===== config.mk =====
export PLATFORM = sky130hd
export DESIGN_NAME = iir_filter_transposed_df2_unit
export DESIGN_NICKNAME = d
export VERILOG_FILES = /design/src/hw/rtl/iir_pkg.sv /design/src/hw/rtl/iir_ctrl.sv /design/src/hw/rtl/iir_dpath.sv /design/src/hw/rtl/iir_filter_transposed_df2_unit.sv
export VERILOG_INCLUDE_DIRS = /design/src /design/src/hw/rtl
export SDC_FILE = /design/constraint.sdc
export NUM_CORES = 2
export LEC_CHECK = 0
export ABC_AREA = 1
export BUFFER_PORTS_ARGS = -buffer_cell sky130_fd_sc_hd__buf_2
export CORE_MARGIN = 3
export CORE_UTILIZATION = 30
export DETAILED_ROUTE_END_ITERATION = 6
export GPL_ROUTABILITY_DRIVEN = 0
export SLEW_MARGIN = 15
export SYNTH_ARGS = -nofsm -noshare
export SYNTH_HDL_FRONTEND = slang
export SYNTH_SLANG_ARGS = --single-unit
export TNS_END_PERCENT = 10

===== constraint.sdc =====
create_clock -name clk -period 17.4 [get_ports clk]
set_input_delay 0.87 -clock clk [delete_from_list [all_inputs] [get_ports clk]]
set_output_delay 0.87 -clock clk [all_outputs]
set_load 0.02 [all_outputs]

===== src/hw/rtl/assert_macros.svh =====
// Assertion macros used by the top level of the IIR filter.
`ifndef ASSERT_MACROS_SVH
`define ASSERT_MACROS_SVH

// Property must hold at every clock edge outside reset.
`define ASSERT_CLK(label, clk, rst, prop, msg) \
  label: assert property (@(posedge clk) disable iff (rst) (prop)) else $error(msg);

// Condition must never be true outside reset.
`define ASSERT_NEVER(label, clk, rst, cond, msg) \
  label: assert property (@(posedge clk) disable iff (rst) !(cond)) else $error(msg);

`endif


===== src/hw/rtl/iir_pkg.sv =====
// Shared types and constants of the transposed direct form II IIR filter.
`default_nettype none

package iir_pkg;

  localparam int COEF_W     = 16;
  localparam int COEF_FRAC  = 14;
  localparam int DELAY_BITS = 40;
  localparam int NUM_COEFS  = 5;
  localparam int STAGE_W    = 3;
  localparam int CFG_ADDR_W = 3;
  localparam int CFG_DATA_W = 32;

  // Configuration register indexes
  localparam logic [CFG_ADDR_W-1:0] REG_NUM_B0_B1 = 3'd0;
  localparam logic [CFG_ADDR_W-1:0] REG_NUM_B2_B3 = 3'd1;
  localparam logic [CFG_ADDR_W-1:0] REG_NUM_B4    = 3'd2;
  localparam logic [CFG_ADDR_W-1:0] REG_DEN_A1_A2 = 3'd3;
  localparam logic [CFG_ADDR_W-1:0] REG_DEN_A3_A4 = 3'd4;

  typedef logic signed [COEF_W-1:0] coef_t;
  typedef coef_t [NUM_COEFS-1:0] coef_bank_t;

  typedef enum logic [2:0] {
    ST_IDLE,
    ST_Y_MUL,
    ST_Y_ACC,
    ST_Y_RND,
    ST_A_MUL,
    ST_A_ACC
  } state_t;

  typedef enum logic [1:0] {
    MUL_NONE,
    MUL_BX,
    MUL_AY
  } mul_op_t;

  typedef struct packed {
    logic               load;
    mul_op_t            mul_op;
    logic [STAGE_W-1:0] coef_k;
    logic               acc_y;
    logic               rnd;
    logic               acc_st;
    logic               wr_st;
    logic [STAGE_W-1:0] stage;
    logic               last;
  } dp_cmd_t;

endpackage

`default_nettype wire


===== src/hw/rtl/iir_ctrl.sv =====
// Sequencer of the IIR filter: steps the shared MAC through one sample.
`default_nettype none

module iir_ctrl #(
  parameter int ORDER = 4
) (
  input  wire logic            clk,
  input  wire logic            rst,
  input  wire logic            in_valid,
  input  wire logic            stall,
  output logic                 in_ready,
  output iir_pkg::dp_cmd_t     cmd
);
  import iir_pkg::*;

  state_t             state, state_next;
  logic [STAGE_W-1:0] k, k_next;
  logic               last;

  assign last = (k == STAGE_W'(ORDER));

  always_ff @(posedge clk) begin
    if (rst) begin
      state <= ST_IDLE;
      k     <= '0;
    end else begin
      state <= state_next;
      k     <= k_next;
    end
  end

  always_comb begin
    state_next = state;
    k_next     = k;
    unique case (state)
      ST_IDLE: begin
        k_next = '0;
        if (in_valid) state_next = ST_Y_MUL;
      end
      ST_Y_MUL: begin
        k_next     = STAGE_W'(1);
        state_next = ST_Y_ACC;
      end
      ST_Y_ACC: state_next = ST_Y_RND;
      ST_Y_RND: begin
        if (!stall) state_next = ST_A_MUL;
      end
      ST_A_MUL: state_next = ST_A_ACC;
      ST_A_ACC: begin
        k_next     = k + STAGE_W'(1);
        state_next = last ? ST_IDLE : ST_A_MUL;
      end
      default: state_next = ST_IDLE;
    endcase
  end

  always_comb begin
    in_ready = 1'b0;
    cmd      = '0;
    cmd.stage = k;
    cmd.last  = last;
    unique case (state)
      ST_IDLE: begin
        in_ready = 1'b1;
        cmd.load = in_valid;
      end
      ST_Y_MUL: begin
        cmd.mul_op = MUL_BX;
        cmd.coef_k = k;
      end
      ST_Y_ACC: begin
        cmd.acc_y  = 1'b1;
        cmd.mul_op = MUL_BX;
        cmd.coef_k = k;
      end
      ST_Y_RND: cmd.rnd = !stall;
      ST_A_MUL: begin
        cmd.mul_op = MUL_AY;
        cmd.coef_k = k;
        cmd.acc_st = 1'b1;
      end
      ST_A_ACC: begin
        cmd.wr_st = 1'b1;
        if (!last) begin
          // next stage's b_k * x overlaps the write-back
          cmd.mul_op = MUL_BX;
          cmd.coef_k = k + STAGE_W'(1);
        end
      end
      default: cmd = '0;
    endcase
  end

endmodule

`default_nettype wire


===== src/hw/rtl/iir_dpath.sv =====
// Datapath of the IIR filter: shared multiplier, accumulator, delay terms.
`default_nettype none

module iir_dpath #(
  parameter int ORDER       = 4,
  parameter int SAMPLE_BITS = 24
) (
  input  wire logic                     clk,
  input  wire logic                     rst,
  input  wire iir_pkg::dp_cmd_t         cmd,
  input  wire logic [SAMPLE_BITS-1:0]   sample,
  input  wire logic                     restart,
  input  wire iir_pkg::coef_bank_t      num_coef,
  input  wire iir_pkg::coef_bank_t      den_coef,
  output logic [SAMPLE_BITS-1:0]        y_val,
  output logic                          y_clip
);
  import iir_pkg::*;

  localparam int PW    = COEF_W + SAMPLE_BITS;
  localparam int BW    = (PW > DELAY_BITS) ? PW : DELAY_BITS;
  localparam int AW    = BW + 2;
  localparam int IDX_W = (ORDER > 1) ? $clog2(ORDER) : 1;

  localparam logic signed [AW-1:0] Y_MAX = AW'((64'sd1 <<< (SAMPLE_BITS - 1)) - 64'sd1);
  localparam logic signed [AW-1:0] Y_MIN = AW'(-(64'sd1 <<< (SAMPLE_BITS - 1)));
  localparam logic signed [AW-1:0] S_MAX = AW'((64'sd1 <<< (DELAY_BITS - 1)) - 64'sd1);
  localparam logic signed [AW-1:0] S_MIN = AW'(-(64'sd1 <<< (DELAY_BITS - 1)));
  localparam logic signed [AW-1:0] HALF  = AW'(64'sd1 <<< (COEF_FRAC - 1));

  logic signed [SAMPLE_BITS-1:0] x_reg, y_reg, opnd;
  logic signed [PW-1:0]          prod;
  logic signed [AW-1:0]          acc;
  logic signed [DELAY_BITS-1:0]  delay [0:ORDER-1];
  coef_t                         coef;
  logic signed [AW-1:0]          y_full, st_sum, st_add;
  logic signed [DELAY_BITS-1:0]  st_sat;
  logic [IDX_W-1:0]              rd_idx, wr_idx;
  logic [STAGE_W-1:0]            stage_m1;

  assign stage_m1 = cmd.stage - STAGE_W'(1);
  assign rd_idx   = cmd.stage[IDX_W-1:0];
  assign wr_idx   = stage_m1[IDX_W-1:0];

  assign coef = (cmd.mul_op == MUL_AY) ? den_coef[cmd.coef_k] : num_coef[cmd.coef_k];
  assign opnd = (cmd.mul_op == MUL_AY) ? y_reg : x_reg;

  // round half up, floor shift, saturate to sample width
  assign y_full = (acc + HALF) >>> COEF_FRAC;
  always_comb begin
    if (y_full > Y_MAX) begin
      y_val  = Y_MAX[SAMPLE_BITS-1:0];
      y_clip = 1'b1;
    end else if (y_full < Y_MIN) begin
      y_val  = Y_MIN[SAMPLE_BITS-1:0];
      y_clip = 1'b1;
    end else begin
      y_val  = y_full[SAMPLE_BITS-1:0];
      y_clip = 1'b0;
    end
  end

  // s_(k-1) = b_k*x + s_k - a_k*y, clamped to delay width
  assign st_sum = acc - AW'(prod);
  always_comb begin
    if (st_sum > S_MAX)      st_sat = S_MAX[DELAY_BITS-1:0];
    else if (st_sum < S_MIN) st_sat = S_MIN[DELAY_BITS-1:0];
    else                     st_sat = st_sum[DELAY_BITS-1:0];
  end

  // last stage has no following delay term
  assign st_add = cmd.last ? '0 : AW'(delay[rd_idx]);

  always_ff @(posedge clk) begin
    if (cmd.load) x_reg <= sample;
    if (cmd.mul_op != MUL_NONE) prod <= coef * opnd;
    if (cmd.acc_y)       acc <= AW'(prod) + AW'(delay[0]);
    else if (cmd.acc_st) acc <= AW'(prod) + st_add;
    if (cmd.rnd) y_reg <= y_val;
  end

  always_ff @(posedge clk) begin
    if (rst) begin
      for (int i = 0; i < ORDER; i++) delay[i] <= '0;
    end else if (cmd.load && restart) begin
      for (int i = 0; i < ORDER; i++) delay[i] <= '0;
    end else if (cmd.wr_st) begin
      delay[wr_idx] <= st_sat;
    end
  end

endmodule

`default_nettype wire


===== src/hw/rtl/iir_filter_transposed_df2_unit.sv =====
// Top level of the transposed direct form II IIR filter with config registers.
//
// Usage:
//  - Input stream s_*: one word per sample. s_tdata holds sample_in (signed,
//    SAMPLE_BITS wide, zero padded to whole bytes); s_tuser holds restart,
//    which clears all delay terms before the sample is filtered.
//  - Output stream m_*: one word per input word. m_tdata holds sample_out
//    (signed, saturated); m_tuser holds clipped, set when saturation hit.
//  - Config port: cfg_we writes cfg_data to register cfg_addr (0 b0/b1,
//    1 b2/b3, 2 b4, 3 a1/a2, 4 a3/a4, Q2.14 halves). Other indexes ignored.
//    Write only while the filter is idle.
//  - Timing: one shared 16 x SAMPLE_BITS multiplier does every product.
//    The result y is registered in the rounding step, then the delay terms
//    are updated stage by stage, and the next word is taken once the delay
//    update for the last stage is written.
//  - A finished word waits in the output register; the filter already takes
//    the next sample and only holds before its rounding step if the
//    previous word has still not been taken.
//  - Reset: delay terms clear, b0 = 1.0, all other coefficients zero.
`default_nettype none

module iir_filter_transposed_df2_unit #(
  parameter int ORDER       = 4,
  parameter int SAMPLE_BITS = 24
) (
  input  wire logic                                  clk,
  input  wire logic                                  rst,
  // slave side
  input  wire logic                                  s_tvalid,
  output logic                                       s_tready,
  input  wire logic [((SAMPLE_BITS + 7) / 8) * 8-1:0] s_tdata,  // [SB-1:0] sample_in
  input  wire logic                                  s_tuser,  // [0] restart
  // master side
  output logic                                       m_tvalid,
  input  wire logic                                  m_tready,
  output logic [((SAMPLE_BITS + 7) / 8) * 8-1:0]     m_tdata,  // [SB-1:0] sample_out
  output logic                                       m_tuser,  // [0] clipped
  // configuration
  input  wire logic                                  cfg_we,
  input  wire logic [iir_pkg::CFG_ADDR_W-1:0]        cfg_addr,
  input  wire logic [iir_pkg::CFG_DATA_W-1:0]        cfg_data
);
  import iir_pkg::*;

  localparam int DATA_W = ((SAMPLE_BITS + 7) / 8) * 8;

  logic [CFG_DATA_W-1:0]   num_b0_b1, num_b2_b3, den_a1_a2, den_a3_a4;
  logic [COEF_W-1:0]       num_b4;
  coef_bank_t              num_coef, den_coef;
  dp_cmd_t                 cmd;
  logic                    stall;
  logic [SAMPLE_BITS-1:0]  y_val, out_sample;
  logic                    y_clip, out_clip;

  // coefficient registers
  always_ff @(posedge clk) begin
    if (rst) begin
      num_b0_b1 <= CFG_DATA_W'(16384);
      num_b2_b3 <= '0;
      num_b4    <= '0;
      den_a1_a2 <= '0;
      den_a3_a4 <= '0;
    end else if (cfg_we) begin
      unique case (cfg_addr)
        REG_NUM_B0_B1: num_b0_b1 <= cfg_data;
        REG_NUM_B2_B3: num_b2_b3 <= cfg_data;
        REG_NUM_B4:    num_b4    <= cfg_data[COEF_W-1:0];
        REG_DEN_A1_A2: den_a1_a2 <= cfg_data;
        REG_DEN_A3_A4: den_a3_a4 <= cfg_data;
        default: ;
      endcase
    end
  end

  assign num_coef = {num_b4, num_b2_b3, num_b0_b1};
  // a0 slot is never used; a1..a4 above it
  assign den_coef = {den_a3_a4, den_a1_a2, coef_t'(0)};

  // previous word still pending and not taken this cycle
  assign stall = m_tvalid && !m_tready;

  iir_ctrl #(
    .ORDER (ORDER)
  ) u_ctrl (
    .clk      (clk),
    .rst      (rst),
    .in_valid (s_tvalid),
    .stall    (stall),
    .in_ready (s_tready),
    .cmd      (cmd)
  );

  iir_dpath #(
    .ORDER       (ORDER),
    .SAMPLE_BITS (SAMPLE_BITS)
  ) u_dpath (
    .clk      (clk),
    .rst      (rst),
    .cmd      (cmd),
    .sample   (s_tdata[SAMPLE_BITS-1:0]),
    .restart  (s_tuser),
    .num_coef (num_coef),
    .den_coef (den_coef),
    .y_val    (y_val),
    .y_clip   (y_clip)
  );

  // output register
  always_ff @(posedge clk) begin
    if (rst) begin
      m_tvalid <= 1'b0;
    end else if (cmd.rnd) begin
      m_tvalid <= 1'b1;
    end else if (m_tready) begin
      m_tvalid <= 1'b0;
    end
  end

  always_ff @(posedge clk) begin
    if (cmd.rnd) begin
      out_sample <= y_val;
      out_clip   <= y_clip;
    end
  end

  assign m_tdata = DATA_W'(out_sample);
  assign m_tuser = out_clip;

`include "assert_macros.svh"

  `ASSERT_NEVER(a_no_overwrite, clk, rst, cmd.rnd && m_tvalid && !m_tready, "pending word overwritten")
  `ASSERT_CLK(a_busy_after_accept, clk, rst, s_tvalid && s_tready |=> !s_tready, "accept while busy")
  `ASSERT_CLK(a_idle_after_last, clk, rst, cmd.wr_st && cmd.last |=> s_tready, "no return to idle")
  `ASSERT_NEVER(a_one_acc_op, clk, rst, cmd.acc_y && cmd.acc_st, "two accumulator ops at once")

endmodule

`default_nettype wire

==> out/metrics.cfg <==
[worst_setup_path]
criticalPathCategory = flip-flop to flip-flop
cp_max_fo = 59
worstPathArrival_ns = 9.94
slowest_delay_ns = 1.01
start_kind = flip-flop
cp_slowest_cell = fa_1
critPathRequiredTime_ns = 17.77
endpoint_kind = flip-flop

[synth]
synth_enable_flop_cells = 291
ys_seq_elements = 442
ys_warn_count = 0
synth-seq-area-share_pct = 28.2
avgSynthCellArea_sq_um = 7.70
syn_nets = 6083
syn_area_sq_mm = 0.0417
syn_inst = 5419
synthFlopType = edfxtp_1
ys_types = 53
synthArstFlopShare_pct = 0

[worst_hold_path]
hp-class = primary input to flip-flop

[detailed_routing]
dr.max_layer_used = met4
viasPerCell = 5.17
routedLengthMet1_um = 59800
wirelength_um = 145000
drc_errors = 0
drtIter0Drc = 3726
vias = 37600
firstDrtPassIters = 7
wl_met2_um = 65700
wl_per_cell_um = 19.9
dr_wl_met3_um = 11400
drtAntennaViolNets = 0

[power_and_ir_drop]
ir_drop_mv = 0.122
pwr-share-clk_pct = 15.3
combPwrFrac_pct = 62.8
seq_power_share_pct = 21.9
switchingPower_mw = 3.78
cellPowerDensity_mw_per_mm2 = 157
switching_share_pct = 52.8
cellLeakagePower_nw = 20.9
p_int_mw = 3.38
power_mw = 7.16

[layout]
layout-drive-gt1-share_pct = 5.73
final_cell_area_sq_mm = 0.0457
top_register = u_dpath.delay
syn_to_final_growth_pct = 9.47
reg_top3 = u_dpath.delay (160), u_dpath.acc (42), u_dpath.prod (40)
largest_reg_flops = 160
nets = 6090
n_antenna_cell = 0

[floorplanning]
die_w_um = 379
ios = 92
start_util_pct = 30.3
die_height_um = 379
dieArea_sq_mm = 0.144
fp.coreArea_sq_mm = 0.138
fp-row-count = 136

[grt]
grt_pass1_vias = 36800
grt_max_degree = 97
antenna_found_initial = 1
grtUsageTotal_pct = 19.8
grt_pass1_wl_um = 219000
grt-ovfl-total = 0

[timing]
finalCritPeriodShare_pct = 55.0
hold_violations = 0
rsz0062_at_grt = no
finalMaxSlewViolations = 0
setup_violations = 0
fin_skew_ns = 0.0269
fmax_ghz = 0.104
tightest_slew_ns = 1.23
slew_headroom_pct = 18.3
setup_tns_ns = 0
min_period_ns = 9.57

[clocking]
post-cts-setup-buffer-count = 0
clk_latency_ns = 0.64
root_buffer = clkbuf_16
cts_buffers = 49
numClockSinks = 442
cts_htree_levels = 2
path_clk_slew_ns = 0.07
cts_tree = built
cts_buffer_depth = 3
cts-resized-gates = 0
cts_hold_buf = 0

[outcome]
status = finished, final reports clean

[placement]
postPlaceCellArea_sq_mm = 0.0440
io_buffer_count = 91
hpwl_um = 113000

[job]
drv_cap = 0

## Yosys cell counts, drive strengths merged, types with 14 or more instances
library cell	n	area, sq um
nand2	1048	4000
inv	919	3450
nor2	735	2770
a21oi	490	2460
o21ai	403	2050
fa	377	7550
edfxtp	291	8740
ha	222	2780
dfxtp	151	3020
nand3	148	756
clkbuf	106	398
buf	80	465
a22oi	78	586
xor2	69	604
nor3	50	250
a31oi	35	219
nand4	31	194
xnor2	31	272
o21bai	29	218
a21o	24	180
or2	19	119
o211ai	14	105
## stage by stage
step / cells / hold WS [ns] / util, % / setup WS (ns)
6_report: 7261 / 0.408 / 33.1 / 7.83
5_1_grt: 7261 / 0.384 / 33.1 / 7.14
4_1_cts: 7261 / 0.386 / 33.1 / 7.78
3_5_place_dp: 7169 / 0.442 / 31.9 / 7.85
3_3_place_gp: 7169 / 0.433 / 31.9 / 7.95
2_1_floorplan: 5419 / 0.420 / - / 10.21
## power groups by stage
| stage | Combinational (mW) | Sequential [mW] | Clock [mW] |
|---|---|---|---|
| final | 4.49 | 1.57 | 1.10 |
| after global routing | 5.01 | 1.56 | 1.16 |
| after CTS | 4.43 | 1.55 | 1.12 |
| after detailed placement | 4.41 | 1.57 | 0 |
| after global placement | 4.37 | 1.57 | 0 |
| after floorplan | 3.19 | 1.45 | 0 |
## worst max-delay path, delay by kind of cell (launching register included)
kind            cells  cell delay [ns]
flops               1             0.45
xor+xnor            1             0.07
simple gates       12             1.76
buf+inv             9             2.44
fa+ha+maj           7             4.12
compound gates      4             0.40
## worst paths after layout
path,startpoint,endpoint,slack [ns],cells past startpoint
max reg2reg,u_ctrl.state[2],u_dpath.prod[38],7.83,33
min reg2reg,den_a1_a2[10],den_a1_a2[10],0.45,2
max,u_ctrl.state[2],u_dpath.prod[38],7.83,33
min,s_tdata[0],u_dpath.x_reg[0],0.41,1
## routing by layer
| layer | vias up | track usage, % |
|---|---|---|
| li1 | 17400 | - |
| met1 | 18200 | 26.0 |
| met2 | 1603 | 32.2 |
| met3 | 345 | 2.97 |
| met4 | 0 | 8.96 |
| met5 | - | 0 |
## layout by cell type, fill, tap and decap left out, types with 10 or more instances in the layout
master / Yosys / layout
nand2_1: 1026 / 1021
buf_4: 15 / 51
clkinv_2: 0 / 10
a21o_1: 24 / 24
xor2_1: 69 / 69
a21oi_1: 489 / 489
xnor2_1: 31 / 31
nand2_2: 20 / 23
nand3_1: 145 / 143
o21ai_0: 376 / 372
or2_2: 19 / 19
o21bai_1: 29 / 29
mux2i_1: 11 / 11
fa_1: 377 / 377
inv_1: 903 / 901
nand4_1: 31 / 31
nor2_1: 732 / 726
ha_1: 222 / 222
inv_2: 16 / 16
a31oi_1: 35 / 35
edfxtp_1: 291 / 291
clkbuf_16: 0 / 50
buf_2: 45 / 91
nor3_1: 50 / 49
a21boi_0: 11 / 11
o21ai_1: 19 / 22
a22oi_1: 78 / 78
dfxtp_1: 151 / 151
o211ai_1: 14 / 14
## final cells by class
class,instances,area (sq um)
Clock inverter,31,340
Fill cell,14700,92200
Multi-Input combinational cell,3870,25700
Inverter,921,3460
Sequential cell,442,11800
Tap cell,1794,2240
Timing Repair Buffer,142,838
Clock buffer,61,1320
## logic make-up (layout without fill, tap and decap cells)
logic type	after synthesis	in the layout	synth area share, %
buffers and inverters	1107	1155	10.4
flip-flops	442	442	28.2
AO/OA/AOI/OAI	1107	1107	14.6
XOR/XNOR	100	100	2.10
AND/OR/NAND/NOR	2053	2053	19.7
multiplexers	11	11	0.264
adder cells (fa/ha/maj)	599	599	24.7
(Power assumes the default switching activity.)
